`config.mk`:
```
export PLATFORM = sky130hd
export DESIGN_NAME = snap_mul
export DESIGN_NICKNAME = d
export VERILOG_FILES = /design/src/design/snap_mul.sv
export SDC_FILE = /design/constraint.sdc
export NUM_CORES = 2
export LEC_CHECK = 0
export ABC_CLOCK_PERIOD_IN_PS = 12410
export BUFFER_PORTS_ARGS = -buffer_cell sky130_fd_sc_hd__buf_2
export CORE_UTILIZATION = 25
export CTS_CLUSTER_DIAMETER = 30
export DETAILED_ROUTE_END_ITERATION = 6
export PLACE_DENSITY = 0.39
export SLEW_MARGIN = 20
export SYNTH_ARGS = -nofsm -noshare
export SYNTH_HDL_FRONTEND = slang
export SYNTH_SLANG_ARGS = --single-unit
```
`constraint.sdc`:
```
create_clock -name clk_i -period 12.41 [get_ports clk_i]
set_input_delay 2.482 -clock clk_i [delete_from_list [all_inputs] [get_ports clk_i]]
set_output_delay 2.482 -clock clk_i [all_outputs]
set_load 0.05 [all_outputs]
```
`src/design/snap_mul.sv`:
```
// shared signed multiplier with registered product
`timescale 1ns / 1ps
module snap_mul (
  input  logic                clk_i,
  input  logic                en_i,
  input  logic signed [32:0]  a_i,
  input  logic signed [32:0]  b_i,
  output logic signed [65:0]  p_o
);

  logic signed [65:0] p_q;

  // one product per enabled cycle
  always_ff @(posedge clk_i) begin
    if (en_i) begin
      p_q <= a_i * b_i;
    end
  end

  assign p_o = p_q;

endmodule

```
==> summary.md <==
| Metric | Value |
|---|---|
| Clk Tree Root Cell | clkbuf_16 |
| Top Ports | 134 |
| Path class of the lowest-slack min-delay path | input pin to register |
| Clock tree from TritonCTS | done |
| Number of inserted filler cells in the final layout | 17,616 |
| Most area-hungry cell type in the Yosys netlist | fa_1 |
| Count of hold buffers inserted by post-cts repair | 0 |
| Post-synthesis compound-gate area fraction | 0.0400 |
| Num CTS Buffers | 9 |
| Worst Path Max Fanout | 33 |
| Count leader, synth | fa_1 |
| Multiplexer share of the synthesized area | 0 |
| Total track usage | 0.170 |
| Die Width | 409 um |
| Most Frequent Cell on Critical Path | fa_1 |
| Number of maximum-capacitance constraint violations | 0 |
| Clk sinks | 66 |
| First-pass GRT wire length | 211,000 um |
| Worst path slowest cell | buf_2 |
| Core area | 164,000 um2 |
| Post-CTS sizing | 0 |
| Xor/xnor cell area share of the yosys netlist | 0.0144 |
| Worst slew pin tran | 1.06 ns |
| Fraction of registers with async set or reset after synthesis | 0 |
| DRC Markers | 0 |
| Arrival time of the worst setup path | 10.64 ns |
| Largest family of logic cells by synthesized area | adder cells |
| Area added between synthesis and finish | 7.83% |
| Headroom to the max-slew limit | 0.292 |
| Via/cell ratio | 4.38 |
| Number of detailed-routing iterations run before antenna repair | 5 |
| Total of flip-flops plus latches after synthesis | 66 |
| Maximum level of the CTS H-tree | 3 |
| Leading register cell type out of synthesis | edfxtp_1 |
| Bufs on Longest Clock Path | 2 |
| Final estimated routing congestion in global placement | 0.826 |
| Initial core utilization | 0.253 |
| Unrepaired setup endpoints after global routing | false |
| YS warnings | 0 |
| Number of setup violations in the final report | 0 |
| Fraction of layout cells with a size suffix above 1 | 0.0549 |
| Die footprint | 167,000 um2 |
| Net count after synthesis | 5,768 |
| Number of nets in the finished design | 5,741 |
| Number of unique standard cell types used by synthesis | 80 |
| Required time at the worst-slack endpoint | 12.52 ns |
| Top achievable clock speed | 95.0 MHz |
| Number of rows in the core area | 148 |
| Final critical-path share of the clock period | 0.848 |
| Post-route antenna net violation count | 0 |
| DRC marker count from the first detailed-route iteration | 1,285 |
| Routed via count | 28,435 |
| Post-Synth Adder-Cell Area | 0.619 |
| Post-CTS Setup Repair Bufs | 0 |
| Cell area after synthesis | 41,400 um2 |
| Aggregate routed wire length | 139,000 um |
| Clock slew at the register clock pins of the worst setup and hold paths | 0.06 ns |
| Setup TNS | 0 ns |
| Placed wire-length estimate after detailed placement | 117,000 um |
| Via count of the first global-routing pass | 32,063 |
| IO buf count | 133 |
| Sequential cell area | 1980 um2 |
| Final Slew Violations | 0 |
| Number of synthesized flops with an enable pin | 66 |
| Overflow after GRT | 0 |
| Top cell type's share of synthesized area | 0.554 |
| Tmin final | 10.53 ns |
| Number of instances in the synthesized netlist | 4,338 |
| WS Path Type | input pin to register |
| Synth top cells by count | fa_1 (1,145), inv_1 (1,131), and2_1 (562) |
| CP Launch Type | input pin |
| Multi-input gate area | 34,300 um2 |
| Largest net degree at the start of global routing | 51 |
| Largest register FFs | 66 |
| Largest stage delay on the critical path | 0.77 ns |
| Critical Path, Cell by Cell | buf_2, nand2_1, fa_1, fa_1, fa_1, inv_1, fa_1, fa_1, fa_1, fa_1, inv_1, fa_1, inv_1, ha_1, nand3_1, nor2_1, nand2_1, nor3_1, o311ai_4, nand3_2, a31oi_1, xnor2_1 |
| DR WL/cell | 21.5 um |
| Result of the run | complete, no violations |
| Post-Syn Area per Cell | 9.54 um2 |
| Synth Area in Simple Gates | 0.155 |
| Die span in y | 409 um |
| Initial antenna violation count | 18 |
| Share of the yosys chip area belonging to registers | 0.0479 |
| Capturing element type of the critical path | register |
| Biggest area contributors in the synthesized netlist | fa_1 (55%), inv_1 (10%), and2_1 (8.5%) |
| Count of final hold-check violations | 0 |
==> layout make-up <==
class                           count  area share
Sequential cell                    66      0.0444
Timing Repair Buffer              183      0.0234
Multi-Input combinational cell   2920       0.769
Antenna cell                        2    0.000112
Clock inverter                      6     0.00202
Tap cell                         2175      0.0610
Clock buffer                       10     0.00513
Inverter                         1131      0.0951
==> per-layer routing <==
metal  global-route usage  wire, um  vias to the layer above
met4               0.0497      4780                       10
met2                0.321     75600                      476
met5                    0        62                        -
met3               0.0150      3760                      160
met1                0.203     55200                    15445
li1                     -         -                    12344
==> cell usage in the layout, fill, tap and decap left out, drive strengths merged, types with 3 or more instances in the layout <==
master	instances
fa	1145
inv	1132
and2	563
nand2	551
ha	217
buf	183
nor2	68
edfxtp	66
a21oi	61
xnor2	43
a21o	38
o21ai	33
nand3	26
xor2	25
nand2b	12
nand4	12
o21bai	11
a211oi	11
clkbuf	10
a31oi	9
nor3	7
o31ai	7
o21a	6
a211o	6
and3	6
and4	5
nor2b	5
o211ai	5
or3	3
or2	3
nor4	3
a221oi	3
a21boi	3
==> kinds of logic (layout without fill, tap and decap cells) <==
logic type      count (synthesis)  count (layout)
other cells                     0               2
compound gates                219             219
buf+inv                      1352            1330
xor+xnor                       68              68
simple gates                 1271            1271
flops                          66              66
fa+ha+maj                    1362            1362
==> per-stage QoR <==
stage | instances | area [um2] | hold WS (ns) | util | setup slack [ns]
after global placement | 6475 | 44300 | 2.87 | 0.271 | 1.40
after global routing | 6492 | 44600 | 2.49 | 0.273 | 1.51
after CTS | 6491 | 44600 | 2.49 | 0.273 | 1.74
after floorplan | 4338 | 41400 | 2.59 | - | 2.56
after detailed placement | 6475 | 44300 | 2.87 | 0.271 | 1.36
final | 6493 | 44600 | 2.50 | 0.273 | 1.88
==> worst max-delay path, delay by kind of cell <==
kind	cells	cell delay (ns)
AO/OA/AOI/OAI	2	0.44
XOR/XNOR	1	0.14
adder cells (fa/ha/maj)	9	4.92
buffers and inverters	4	0.91
AND/OR/NAND/NOR	6	1.68
==> final timing paths <==
check,cells after the start,endpoint,slack [ns],startpoint
setup / recovery,22,p_o[60],1.88,b_i[11]
hold / removal,1,p_o[10],2.50,en_i
Power is left out: the tool's default activity adds up to more than one toggle a clock period on the data nets, which glitch-free logic cannot reach.
