File: config.mk
export PLATFORM = sky130hd
export DESIGN_NAME = snap_div
export DESIGN_NICKNAME = d
export VERILOG_FILES = /design/src/design/snap_pkg.sv /design/src/design/snap_div.sv
export SDC_FILE = /design/constraint.sdc
export NUM_CORES = 1
export LEC_CHECK = 0
export BUFFER_PORTS_ARGS = -buffer_cell sky130_fd_sc_hd__buf_2
export CORE_ASPECT_RATIO = 0.8
export CORE_MARGIN = 2
export CORE_UTILIZATION = 59
export CTS_CLUSTER_DIAMETER = 80
export CTS_CLUSTER_SIZE = 8
export DETAILED_ROUTE_END_ITERATION = 8
export GPL_TIMING_DRIVEN = 0
export PLACE_DENSITY = 0.81
export SYNTH_ARGS = -nofsm -noshare
export SYNTH_HDL_FRONTEND = slang
export SYNTH_SLANG_ARGS = --single-unit
File: constraint.sdc
create_clock -name clk_i -period 4.6 [get_ports clk_i]
set_input_delay 0 -clock clk_i [delete_from_list [all_inputs] [get_ports clk_i]]
set_output_delay 0 -clock clk_i [all_outputs]
set_load 0.01 [all_outputs]
File: src/design/snap_pkg.sv
// shared types and constants for the single-neuron adaptive pid core
`timescale 1ns / 1ps
package snap_pkg;

  // register indexes on the configuration port
  localparam logic [2:0] REG_MODE = 3'd0;
  localparam logic [2:0] REG_GAIN = 3'd1;
  localparam logic [2:0] REG_RATE_P = 3'd2;
  localparam logic [2:0] REG_RATE_I = 3'd3;
  localparam logic [2:0] REG_RATE_D = 3'd4;
  localparam logic [2:0] REG_SW_P = 3'd5;
  localparam logic [2:0] REG_SW_I = 3'd6;
  localparam logic [2:0] REG_SW_D = 3'd7;

  // learning rules
  localparam logic [1:0] MODE_HEBB = 2'd0;
  localparam logic [1:0] MODE_ERR = 2'd1;
  localparam logic [1:0] MODE_SUP = 2'd2;
  localparam logic [1:0] MODE_IMP = 2'd3;

  // reset values
  localparam logic [1:0] MODE_RESET = MODE_SUP;
  localparam logic [30:0] GAIN_RESET = 31'd65536;
  localparam logic [30:0] RATE_RESET = 31'd6554;
  localparam logic signed [31:0] WEIGHT_RESET = 32'sd65536;

  // request to the serial divider
  typedef struct packed {
    logic        start;
    logic [31:0] num;
    logic [33:0] den;
  } div_req_t;

endpackage

File: src/design/snap_div.sv
// serial restoring divider for weight normalization, one quotient bit per cycle
`timescale 1ns / 1ps
module snap_div #(
  parameter int FRAC_BITS = 16
) (
  input  logic                 clk_i,
  input  logic                 rst_ni,
  input  snap_pkg::div_req_t   req_i,
  output logic                 done_o,
  output logic [FRAC_BITS:0]   quot_o
);

  localparam int CNT_W = $clog2(FRAC_BITS + 2);
  localparam logic [CNT_W-1:0] LAST = CNT_W'(FRAC_BITS);

  logic [35:0]        rem_q, rem_d;
  logic [33:0]        den_q;
  logic [FRAC_BITS:0] quot_q;
  logic [CNT_W-1:0]   cnt_q;
  logic               busy_q, first_q, done_q;
  logic [35:0]        trial;

  // numerator never exceeds the divisor, so the quotient fits in FRAC_BITS+1 bits
  assign trial = first_q ? rem_q : {rem_q[34:0], 1'b0};
  assign rem_d = (trial >= {2'b00, den_q}) ? trial - {2'b00, den_q} : trial;

  always_ff @(posedge clk_i or negedge rst_ni) begin
    if (!rst_ni) begin
      busy_q  <= 1'b0;
      first_q <= 1'b0;
      done_q  <= 1'b0;
      cnt_q   <= '0;
    end else begin
      done_q <= 1'b0;
      if (req_i.start) begin
        busy_q  <= 1'b1;
        first_q <= 1'b1;
        cnt_q   <= '0;
      end else if (busy_q) begin
        first_q <= 1'b0;
        cnt_q   <= cnt_q + 1'b1;
        if (cnt_q == LAST) begin
          busy_q <= 1'b0;
          done_q <= 1'b1;
        end
      end
    end
  end

  // datapath
  always_ff @(posedge clk_i) begin
    if (req_i.start) begin
      rem_q  <= {4'd0, req_i.num};
      den_q  <= req_i.den;
      quot_q <= '0;
    end else if (busy_q) begin
      rem_q  <= rem_d;
      quot_q <= {quot_q[FRAC_BITS-1:0], (trial >= {2'b00, den_q})};
    end
  end

  assign done_o = done_q;
  assign quot_o = quot_q;

endmodule

==> out/metrics.yaml, run 1 <==
track_usage: 0.310
multi_input_area_um2: 3620
gp_congestion: 0.943
grt_pass1_vias: 5805
htreeDepth: 3
grt_max_degree: 36
drt-initial-drc-count: 496
max-slew-margin-rel: 0.368
critPathKind: "flop to flop"
endpoint: "rem_q[17]"
final_common_cell: "buf_2"
cts.sinks: 95
dp.final_hpwl_um: 13000
num_rows: 34
hold_viol: 0
dieArea_um2: 12100
synthArstFlopShare: 0.0842
cts.path.max_buffers: 2
syn_area_um2: 6620
port_buffers: 86
ys_warn_count: 0
reg2reg_to: "rem_q[17]"
synth_cell_types: 69
rsz0062_at_grt: "false"
tightestPinTransition_ns: 0.949
path_cells: "clkbuf_1 > clkbuf_2 > mux2_2 > ha_1 > clkbuf_1 > a21oi_1 > o21ai_0 > a221oi_2 > nand3_1 > a32oi_4 > nand2_2 > buf_6 > buf_4 > a311oi_1 > a21oi_1"
synth_top_flop_cell: "edfxtp_1"
setup_violations: 0
seq_area_um2: 2600
status: "finished, final reports clean"
remaining_drc_errors: 0
final_cell_mix: "96 x buf_2, 66 x edfxtp_1, 60 x nor2_1"
rr_startpoint: "first_q"
syn_inst: 689
fmax_mhz: 227
end_kind: "flop"
syn_avg_cell_area_um2: 9.61
cp.required_ns: 4.66
timing.final.crit_share: 0.956
reg2regPathDepth: 15
crit_path_max_incr_delay_ns: 0.41
io_pins: 87
antenna_found_initial: 0
synth_edf_count: 66
clkTransAtPathRegs_ns: 0.08
grt_pass1_wl_um: 28800
vias_per_cell: 5.91
post_drt_wl_per_cell_um: 18.7
n_antenna_cell: 0
synth-seq-cells: 95
firstDrtPassIters: 6
nets: 950
die_w_um: 122
crit_path_start_kind: "flop"
max_cap_viol_count: 0
peakVddDrop_mv: 0.339
drive_gt1_frac: 0.232
clock_latency_ns: 0.35
postRouteAntennaNets: 0
crit_fanout: 10
num_vias: 5873
coreArea_um2: 10900
post_dp_cell_area_um2: 7230
power.leakage_nw: 3.65
finalWirelength_um: 18600
min_path_type: "input pin to flop"
cts-root-buf: "clkbuf_16"
cp_data_arrival_time_ns: 4.46
r2r_slack_ns: 0.20
synth.yosys.seq_area_share: 0.393
tritoncts: "built"
start_util: 0.608
grt_remaining_overflow: 0
p_per_area_nw_per_um2: 666
die-height_um: 98.8
critPathLaunch: "first_q"
setup_tns_ns: 0
syn_nets: 795
fin_crit_ns: 4.40
slowest_stage: "clkbuf_2"
final_area_um2: 8140
slew_viol_final: 0
finalClockSkew_ns: 0.00875
numCtsBuffers: 9
area_delta_synth_final_pct: 23.0
fillers: 805
-- area by class of cell --
type,instances,area share
multi-input combinational,493,0.444
tap,144,0.0221
inverter,60,0.0277
sequential,95,0.320
buffer,41,0.0255
timing repair buffer,144,0.124
clock buffer,9,0.0277
clock inverter,7,0.00907
-- per-stage QoR --
| stage | hold WS [ns] | std cells | util | power (mW) | setup WS, ns |
|---|---|---|---|---|---|
| final | 0.00493 | 993 | 0.748 | 5.42 | 0.204 |
| after detailed placement | -0.148 | 919 | 0.664 | 4.51 | -0.463 |
| after global placement | -0.155 | 919 | 0.664 | 4.44 | -0.362 |
| after CTS | 0.000425 | 992 | 0.744 | 5.31 | 0.0300 |
| after global routing | 0.00801 | 993 | 0.748 | 5.76 | 0.0102 |
| after floorplan | -0.296 | 689 | - | 3.73 | 0.755 |
-- per-layer routing --
layer	vias to the layer above	share of wire	wire, um	GRT usage
li1	2796	-	-	-
met1	2764	0.43	8060	0.417
met2	277	0.47	8780	0.512
met3	36	0.072	1330	0.0498
met4	0	0.021	388	0.0981
met5	-	0	0	0
-- worst min path at each step --
stage,start,to,cells after the start
after floorplan,rst_ni,busy_q,0
after global placement,rst_ni,done_o,1
after detailed placement,rst_ni,cnt_q[2],1
after CTS,req_i[59],rem_q[25],3
after global routing,req_i[53],rem_q[19],3
final,req_i[53],rem_q[19],3
-- cells by family after synthesis --
family / Yosys count / share of synthesized area
flops: 95 / 0.393
fa+ha+maj: 37 / 0.0711
mux: 80 / 0.132
xor+xnor: 29 / 0.0384
compound gates: 158 / 0.160
buf+inv: 101 / 0.0639
simple gates: 189 / 0.142
-- power breakdown --
group,internal (mW),switching [mW]
Clock,0.384,0.368
Sequential,1.18,0.109
Combinational,1.39,1.98
-- critical path, delay by kind of cell (launching register included) --
| family | cells | cell delay (ns) |
|---|---|---|
| fa+ha+maj | 1 | 0.26 |
| mux | 1 | 0.40 |
| compound gates | 6 | 1.62 |
| buf+inv | 5 | 1.20 |
| flops | 1 | 0.34 |
| simple gates | 2 | 0.25 |
-- cell usage after synthesis (4+ instances only) --
master	number	area, um^2
edfxtp_1	66	1980
inv_1	60	225
nor2_1	60	225
a21oi_1	53	265
mux2_2	48	541
nand2_1	47	176
ha_1	36	450
o21ai_0	33	165
mux2i_1	30	300
dfxtp_1	21	420
clkbuf_1	18	67.6
nand4_1	15	93.8
xnor2_1	15	131
xor2_1	14	123
nand3_1	12	60.1
a21o_1	11	82.6
nor3_1	11	55.1
buf_2	10	50.1
a31oi_1	9	56.3
dfrtp_1	8	200
nand2b_1	8	50.1
buf_1	7	26.3
and3_1	6	37.5
nor2b_1	6	37.5
o21a_1	6	45.0
a31o_2	5	43.8
o21bai_1	5	37.5
nor3b_1	4	30.0
or3_1	4	25.0
-- state kept, by name (all words and copies together), names as in the netlist --
register / count
done_o: 1
cnt_q: 5
rem_q: 36
first_q: 1
quot_o: 17
den_q: 34
busy_q: 1
-- repair_timing --
action / in CTS / in global routing
endpoints found under the setup margin: 37 / 34
endpoints found under the hold margin: 64 / 0
resized for setup: 5 / 11
buffers inserted: 0 / 1
pin swaps: 0 / 1
hold buffers: 57 / 0
Note: power is estimated with default switching activity, not from simulation.
==> run 2, diff against run 1 <==
- SETUP_SLACK_MARGIN: default -> 0.3
==> run 2 against run 1 <==
Combinational power barely moved. Core utilization rose by 0.31 points. Critical endpoint is now rem_q[14]. Largest power group unchanged. First-iteration DRC count fell by 3.0%. Clock power barely moved.
==> out/metrics.yaml, run 2 (synthesis gave the netlist of run 1 again) <==
status: "finished, final reports clean"
power.leakage_nw: 3.67
cts-root-buf: "clkbuf_16"
setup_tns_ns: 0
remaining_drc_errors: 0
peakVddDrop_mv: 0.346
final_common_cell: "buf_2"
rsz0062_at_grt: "false"
grt_max_degree: 36
grt_pass1_vias: 5794
grt_pass1_wl_um: 28800
clkTransAtPathRegs_ns: 0.08
numCtsBuffers: 9
fin_crit_ns: 4.15
grt_remaining_overflow: 0
tritoncts: "built"
setup_violations: 0
track_usage: 0.309
fin_util: 0.751
nets: 950
num_vias: 5857
clock_latency_ns: 0.35
firstDrtPassIters: 5
hold_slack_ns: 0.00360
tightestPinTransition_ns: 0.942
min_path_type: "input pin to flop"
p_per_area_nw_per_um2: 667
critPathKind: "flop to flop"
drt-initial-drc-count: 481
fmax_mhz: 241
regMostFlops: "rem_q"
area_delta_synth_final_pct: 23.5
max-slew-margin-rel: 0.372
final_cell_mix: "95 x buf_2, 66 x edfxtp_1, 60 x nor2_1"
start_util: 0.608
reg2regPathDepth: 15
num_rows: 34
hold_depth: 3
fillers: 797
end_kind: "flop"
cp.required_ns: 4.66
die-height_um: 98.8
max_cap_viol_count: 0
hold_viol: 0
coreArea_um2: 10900
port_buffers: 86
post_drt_wl_per_cell_um: 18.6
crit_fanout: 10
gp_congestion: 0.943
dieArea_um2: 12100
cp_data_arrival_time_ns: 4.21
dpl.cell_count: 919
drive_gt1_frac: 0.238
slew_viol_final: 0
die_w_um: 122
htreeDepth: 3
largest_reg_flops: 36
timing.final.crit_share: 0.902
vias_per_cell: 5.90
io_pins: 87
antenna_found_initial: 0
cts.path.max_buffers: 2
cts.sinks: 95
n_antenna_cell: 0
layout.cells.non_filler: 993
dp.final_hpwl_um: 13000
postRouteAntennaNets: 0
crit_path_start_kind: "flop"
finalWirelength_um: 18500
finalClockSkew_ns: 0.00995
run 2: power by group:
| part | switching, mW | internal (mW) |
|---|---|---|
| combinational | 2.00 | 1.41 |
| clock | 0.368 | 0.384 |
| sequential | 0.110 | 1.18 |
| total | 2.48 | 2.98 |
run 2: per-layer routing:
layer | global-route usage | vias up | wire [um] | share of wire
li1 | - | 2798 | - | -
met1 | 0.419 | 2776 | 8150 | 0.44
met2 | 0.505 | 246 | 8660 | 0.47
met3 | 0.0503 | 37 | 1270 | 0.069
met4 | 0.0999 | 0 | 431 | 0.023
met5 | 0 | - | 0 | 0
run 2: repair_timing:
| action | CTS | global route |
|---|---|---|
| setup buffers | 0 | 1 |
| hold buffers | 57 | 0 |
| cloned | 0 | 0 |
| pin swaps | 0 | 3 |
| hold endpoints to repair | 64 | 0 |
| setup endpoints to repair | 37 | 37 |
| gates resized for setup | 10 | 17 |
run 2: layout make-up:
cell class	instances	area (um^2)	share of cell area
multi-input cells	493	3640	0.445
flip-flops and latches	95	2600	0.318
repair buffers	144	1010	0.123
clock buffers	9	225	0.0275
inverters	60	225	0.0275
plain buffers	41	223	0.0272
well taps	144	180	0.0220
clock inverters	7	73.8	0.00903
run 2: worst max-delay path, stage by stage, from the launching register on:
cell and delay (ns):
dfrtp_1 0.34, clkbuf_2 0.17, buf_4 0.26, mux2_2 0.38, ha_1 0.26, clkbuf_1 0.20, a21oi_1 0.22, o21ai_0 0.21
a221oi_2 0.34, nand3_1 0.17, a32oi_4 0.37, nand2_2 0.09, buf_6 0.18, clkbuf_4 0.22, a211oi_1 0.33, a21oi_1 0.09
run 2: stage by stage:
step,power [mW],setup WS [ns],area [um^2]
2_1_floorplan,3.73,0.755,6620
3_3_place_gp,4.44,-0.362,7230
3_5_place_dp,4.51,-0.463,7230
4_1_cts,5.32,0.307,8120
5_1_grt,5.78,0.323,8180
6_report,5.45,0.449,8180
run 2: path summary, 6_finish.rpt:
check                          start        end  slack [ns]
max in group asynchronous     rst_ni     busy_q        4.41
setup / recovery             first_q  rem_q[14]        0.45
hold / removal             req_i[53]  rem_q[19]       0.004
hold reg to reg            rem_q[32]  rem_q[32]        0.49
min in group asynchronous     rst_ni   cnt_q[3]        0.01
setup reg to reg             first_q  rem_q[14]        0.45
